## config.mk

```make
export PLATFORM = sky130hd
export DESIGN_NAME = awbg_div_chain
export DESIGN_NICKNAME = d
export VERILOG_FILES = /design/src/design/awbg_div_cell.sv /design/src/design/awbg_div_chain.sv
export SDC_FILE = /design/constraint.sdc
export NUM_CORES = 2
export LEC_CHECK = 0
export BUFFER_PORTS_ARGS = -buffer_cell sky130_fd_sc_hd__buf_4
export CORE_MARGIN = 2
export CORE_UTILIZATION = 62
export CTS_CLUSTER_SIZE = 24
export DETAILED_ROUTE_END_ITERATION = 10
export PLACE_DENSITY_LB_ADDON = 0.08
export REMOVE_ABC_BUFFERS = 1
export SLEW_MARGIN = 20
export SYNTH_ARGS = -nofsm -noshare
export SYNTH_HDL_FRONTEND = slang
export SYNTH_SLANG_ARGS = --single-unit
export TNS_END_PERCENT = 100
```

## constraint.sdc

```tcl
create_clock -name clk -period 3.44 [get_ports clk]
set_clock_uncertainty 0.15 [all_clocks]
set_input_delay 0.344 -clock clk [delete_from_list [all_inputs] [get_ports clk]]
set_output_delay 0.344 -clock clk [all_outputs]
set_load 0.03 [all_outputs]
```

## src/design/awbg_div_cell.sv

```systemverilog
// One restoring division step for several lanes, registered, with a shared valid and sideband.
`default_nettype none

module awbg_div_cell #(
	parameter int LANES = 2,
	parameter int DW = 16,
	parameter int NW = 26,
	parameter int SW = 1
) (
	input  logic                        clk,
	input  logic                        arst_n,
	input  logic                        in_valid,
	input  logic [SW-1:0]               in_side,
	input  logic [LANES-1:0][DW-1:0]    in_rem,
	input  logic [LANES-1:0][DW-1:0]    in_div,
	input  logic [LANES-1:0][NW-1:0]    in_num,
	input  logic [LANES-1:0][NW-1:0]    in_quo,
	output logic                        out_valid,
	output logic [SW-1:0]               out_side,
	output logic [LANES-1:0][DW-1:0]    out_rem,
	output logic [LANES-1:0][DW-1:0]    out_div,
	output logic [LANES-1:0][NW-1:0]    out_num,
	output logic [LANES-1:0][NW-1:0]    out_quo
);

	logic [LANES-1:0][DW:0]   trial;
	logic [LANES-1:0][DW:0]   diff;
	logic [LANES-1:0]         ge;
	logic [LANES-1:0][DW-1:0] rem_d;
	logic [LANES-1:0][NW-1:0] num_d;
	logic [LANES-1:0][NW-1:0] quo_d;

	logic                     valid_q;
	logic [SW-1:0]            side_q;
	logic [LANES-1:0][DW-1:0] rem_q;
	logic [LANES-1:0][DW-1:0] div_q;
	logic [LANES-1:0][NW-1:0] num_q;
	logic [LANES-1:0][NW-1:0] quo_q;

	// Bring down the next numerator bit and subtract the divisor where it fits.
	always_comb begin
		for (int l = 0; l < LANES; l++) begin
			trial[l] = {in_rem[l], in_num[l][NW-1]};
			diff[l]  = trial[l] - {1'b0, in_div[l]};
			ge[l]    = (trial[l] >= {1'b0, in_div[l]});
			rem_d[l] = ge[l] ? diff[l][DW-1:0] : trial[l][DW-1:0];
			num_d[l] = {in_num[l][NW-2:0], 1'b0};
			quo_d[l] = {in_quo[l][NW-2:0], ge[l]};
		end
	end

	always_ff @(posedge clk or negedge arst_n) begin
		if (!arst_n) begin
			valid_q <= 1'b0;
		end else begin
			valid_q <= in_valid;
		end
	end

	always_ff @(posedge clk) begin
		side_q <= in_side;
		rem_q  <= rem_d;
		div_q  <= in_div;
		num_q  <= num_d;
		quo_q  <= quo_d;
	end

	assign out_valid = valid_q;
	assign out_side  = side_q;
	assign out_rem   = rem_q;
	assign out_div   = div_q;
	assign out_num   = num_q;
	assign out_quo   = quo_q;

endmodule

`default_nettype wire

```

## src/design/awbg_div_chain.sv

```systemverilog
// Row of division cells that produces one quotient bit per cell for every lane.
`default_nettype none

module awbg_div_chain #(
	parameter int LANES = 2,
	parameter int DW = 16,
	parameter int NW = 26,
	parameter int SW = 1
) (
	input  logic                        clk,
	input  logic                        arst_n,
	input  logic                        in_valid,
	input  logic [SW-1:0]               in_side,
	input  logic [LANES-1:0][DW-1:0]    in_rem,
	input  logic [LANES-1:0][DW-1:0]    in_div,
	input  logic [LANES-1:0][NW-1:0]    in_num,
	output logic                        out_valid,
	output logic [SW-1:0]               out_side,
	output logic [LANES-1:0][NW-1:0]    out_quo
);

	logic [NW:0]                       valid_w;
	logic [NW:0][SW-1:0]               side_w;
	logic [NW:0][LANES-1:0][DW-1:0]    rem_w;
	logic [NW:0][LANES-1:0][DW-1:0]    div_w;
	logic [NW:0][LANES-1:0][NW-1:0]    num_w;
	logic [NW:0][LANES-1:0][NW-1:0]    quo_w;

	assign valid_w[0] = in_valid;
	assign side_w[0]  = in_side;
	assign rem_w[0]   = in_rem;
	assign div_w[0]   = in_div;
	assign num_w[0]   = in_num;
	assign quo_w[0]   = '0;

	for (genvar i = 0; i < NW; i++) begin : g_cell
		awbg_div_cell #(
			.LANES(LANES),
			.DW   (DW),
			.NW   (NW),
			.SW   (SW)
		) u_cell (
			.clk      (clk),
			.arst_n   (arst_n),
			.in_valid (valid_w[i]),
			.in_side  (side_w[i]),
			.in_rem   (rem_w[i]),
			.in_div   (div_w[i]),
			.in_num   (num_w[i]),
			.in_quo   (quo_w[i]),
			.out_valid(valid_w[i+1]),
			.out_side (side_w[i+1]),
			.out_rem  (rem_w[i+1]),
			.out_div  (div_w[i+1]),
			.out_num  (num_w[i+1]),
			.out_quo  (quo_w[i+1])
		);
	end

	assign out_valid = valid_w[NW];
	assign out_side  = side_w[NW];
	assign out_quo   = quo_w[NW];

endmodule

`default_nettype wire

```

==> results by group <==
Run status
  • Outcome: finished with violations
  • Failing checks: hold timing

Routing
  • Drt drc: 0
  • Number of vias in the routed layout: 69,300
  • Drt via density: 5.25
  • First-pass detailed-route iteration total: 5
  • DRT iter0 DRCs: 3,348
  • Final routed wirelength across all metal layers: 214,000 um
  • Post-detailed-route wirelength per cell: 16.2 um
  • Antenna viol nets, final: 0

Place
  • GP Congestion: 0.892
  • Number of placed instances with taps included: 12,400
  • IO Port Bufs: 173
  • HPWL reported at the end of detailed placement: 152,000 um

STA
  • RSZ-0062 raised after global routing: false
  • Total count of hold-check failures in the final report: 26
  • Worst hold-check slack: -0.0227 ns
  • Final setup fails: 0
  • Part of the cycle the worst path needs: 98.6%
  • Relative max-transition margin: 53.4%
  • Max Fclk: 295 MHz
  • Slew at the pin closest to its max-slew limit: ~0.70 ns
  • Shortest period the worst path allows: 3.39 ns
  • Slew Limit Fails: 0
  • Setup Total Neg Slack: 0 ns

Clocking
  • Cts bufs inserted: roughly 300
  • Worst-path clk slew: 0.06 ns
  • Cell at the root of the clock tree: clkbuf_16
  • H-Tree Level Count: 5
  • Worst skew pair latency: 0.92 ns
  • TritonCTS clock tree: done
  • Maximum root-to-sink buffer count: 4
  • TritonCTS sink count: 3,004

Power
  • Leakage power: approximately 57 nW
  • Worst IR drop on VDD: 0.689 mV
  • Total power consumption of the routed design: 135 mW
  • Power density relative to cell area: 1080 nW/um^2

Logic synthesis
  • Gate count of the mapped netlist: 9,947
  • Number of warnings printed during yosys synthesis: 0
  • Area of the mapped netlist: 108,000 um^2
  • List of most frequent post-synthesis cells: dfxtp_1 (2,978), inv_1 (1,071), ha_1 (832), a21oi_1 (691), nor2_1 (590)
  • Primary flip-flop cell chosen by synthesis mapping: dfxtp_1
  • Dominant cells by area after synthesis: dfxtp_1 (55%), ha_1 (9.6%), mux2_2 (3.9%), inv_1 (3.7%), xnor2_1 (3.3%)
  • Post-synth top area cell: dfxtp_1
  • Flop and latch count out of synthesis: about 3,000
  • Most frequently used cell type in the post-synthesis netlist: dfxtp_1
  • Fraction of synthesized cell area taken by the top area cell type: 55.2%
  • Average size of a mapped cell: 10.9 um^2
  • Number of enable-type register cells in the synthesized netlist: 0
  • FFs w/ async S/R, synth: 0.866%
  • Sequential element share of the synthesized area: 55.8%
  • Number of different library cells in the post-synthesis netlist: 90

Layout
  • Sequential Area: ~60,000 um^2
  • Fill cell count: 12,200
  • Layout net count: ~12,000
  • Area added between synthesis and finish: 16.0%
  • Post-route non-filler standard cell count: 13,200
  • Total area of multi-input combinational cells: 43,300 um^2
  • Fraction of final layout cells sized beyond drive strength 1: 11.8%

Setup path
  • Kind of critical path: primary input to flop
  • Endpoint kind of the worst setup timing path: flop
  • Data arrival time of the critical path: about 4.0 ns
  • Largest fanout on the critical path: 22
  • Required time reported for the critical path endpoint: 4.05 ns
  • Type of element launching the critical path: primary input

Global route
  • Number of antenna violations at the first check in global routing: 1
  • Pin count of the biggest net entering global routing: 32
  • Number of global-route vias before repair: 70,900
  • GRT Total Usage: 23.9%
  • First-pass GRT wire length: 351,000 um
  • Global route overflow: 0

Die
  • IO Pins: 174
  • Initial standard-cell utilization of the core: 62.3%
  • Num rows: between 150 and 200
  • Die Y: 421 um
  • Floorplan die width: 421 um
  • Core area: 173,000 um^2
  • Total Die Area: 178,000 um^2

Min path
  • Classification of the worst-slack hold path: primary input to async pin

Run
  • Total of max-cap violations: 0
## sequential cells by signal (all words and copies together) (netlist names)
| name | flops |
|---|---|
| g_cell.u_cell.out_div | 800 |
| g_cell.u_cell.out_rem | 800 |
| g_cell.u_cell.out_num | 650 |
| g_cell.u_cell.out_valid | 26 |
| g_cell.u_cell.out_quo | 702 |
| g_cell.u_cell.out_side | 26 |
## cell usage in the layout, fill, tap and decap left out, types with 28 or more instances in the layout
cell	netlist	routed
dfxtp_1	2978	2978
inv_1	1071	1071
ha_1	832	832
a21oi_1	691	685
nor2_1	590	590
o21ai_0	438	429
xnor2_1	402	402
mux2_2	378	378
nand2_1	359	359
clkbuf_16	0	310
buf_4	6	258
dlygate4sd3_1	0	225
a21o_1	210	210
xor2_1	194	194
nor2b_1	151	150
nor3_1	136	135
nand3_1	113	113
nand4_1	106	106
nand2b_1	99	99
o21a_1	94	93
a31oi_1	66	66
mux2i_1	63	63
clkinv_2	0	57
a211oi_1	52	52
clkbuf_8	0	51
fa_1	50	50
and3_1	46	46
clkbuf_1	97	44
or3_1	42	42
o21bai_1	42	42
a21boi_0	45	41
o31a_1	38	38
nor4_1	38	38
o211ai_1	34	34
o31ai_1	37	31
bufinv_16	0	30
mux2_4	28	28
## layout make-up
| type | instances | share of cell area, % |
|---|---|---|
| repair buffers | 507 | 3.71 |
| well taps | 2325 | 2.32 |
| clock inverters | 130 | 1.24 |
| multi-input cells | 5740 | 34.6 |
| flip-flops and latches | 3004 | 48.1 |
| clock buffers | 405 | 6.88 |
| diodes | 2 | 0.00399 |
| inverters | 1071 | 3.21 |
## critical path, cell delays in order
cell	delay (ns)
dlygate4sd3_1	0.55
buf_4	0.15
ha_1	0.33
nor2b_1	0.17
o31a_1	0.29
o21ai_2	0.22
a21oi_1	0.18
a41oi_2	0.28
a31oi_1	0.12
or3_1	0.34
buf_4	0.23
nor2_1	0.15
dlygate4sd3_1	0.58
a21oi_1	0.05
## per-layer routing
metal | part of all wire [%] | global-route usage [%] | vias to the layer above
met3 | 3.1 | 3.11 | 537
met4 | 4.0 | 9.71 | 0
li1 | - | - | 35200
met5 | 0 | 0 | -
met2 | 51 | 43.9 | 1282
met1 | 42 | 27.9 | 32200
## power breakdown
| group | total (mW) | switching, mW | leakage (nW) | internal, mW |
|---|---|---|---|---|
| sequential | 49.7 | 4.70 | 25.4 | 45.0 |
| clock | 33.0 | 13.1 | 4.98 | 19.9 |
| combinational | 52.3 | 27.0 | 26.7 | 25.3 |
| total | 135 | 44.8 | 57.1 | 90.2 |
## kinds of logic after synthesis
| group | Yosys count | synth area share, % |
|---|---|---|
| DFF | 3004 | 55.8 |
| muxes | 470 | 4.92 |
| and+or+nand+nor | 1818 | 8.28 |
| AOI/OAI and AO/OA | 1974 | 11.3 |
| adders and majority gates | 882 | 10.6 |
| buffers and inverters | 1203 | 4.28 |
| xor gates and xnor gates | 596 | 4.83 |
## final timing paths
kind | slack (ns) | to | start | depth (start not counted)
min in group clk | 0.09 | g_cell[0].u_cell.out_rem[7]$_DFF_P_ | in_rem[6] | 3
worst max-delay path | 0.05 | g_cell[0].u_cell.out_rem[2]$_DFF_P_ | in_rem[0] | 14
max in group asynchronous | 2.80 | g_cell[12].u_cell.out_valid$_DFF_PN0_ | arst_n | 3
worst min-delay path | -0.02 | g_cell[25].u_cell.out_valid$_DFF_PN0_ | arst_n | 3
worst max register to register | 0.13 | g_cell[7].u_cell.out_rem[7]$_DFF_P_ | g_cell[6].u_cell.out_div[2]$_DFF_P_ | 12
worst min register to register | 0.15 | g_cell[3].u_cell.out_num[24]$_DFF_P_ | g_cell[2].u_cell.out_num[23]$_DFF_P_ | 0
## per-stage QoR
| step | cell area, um^2 | setup slack, ns | utilization, % |
|---|---|---|---|
| after floorplan | 107000 | -1.28 | - |
| after global placement | 113000 | 0.122 | 65.0 |
| after detailed placement | 113000 | 0.0501 | 65.0 |
| after CTS | 125000 | 0.0180 | 72.2 |
| after global routing | 125000 | 0.00192 | 72.3 |
| final | 125000 | 0.0499 | 72.3 |
## repair_timing
action,4_1_cts,5_1_grt
gates resized for setup,0,38
endpoints found under the setup margin,0,203
setup buffers,0,2
endpoints found under the hold margin,144,0
hold buffers,226,0
(Power assumes the default switching activity.)
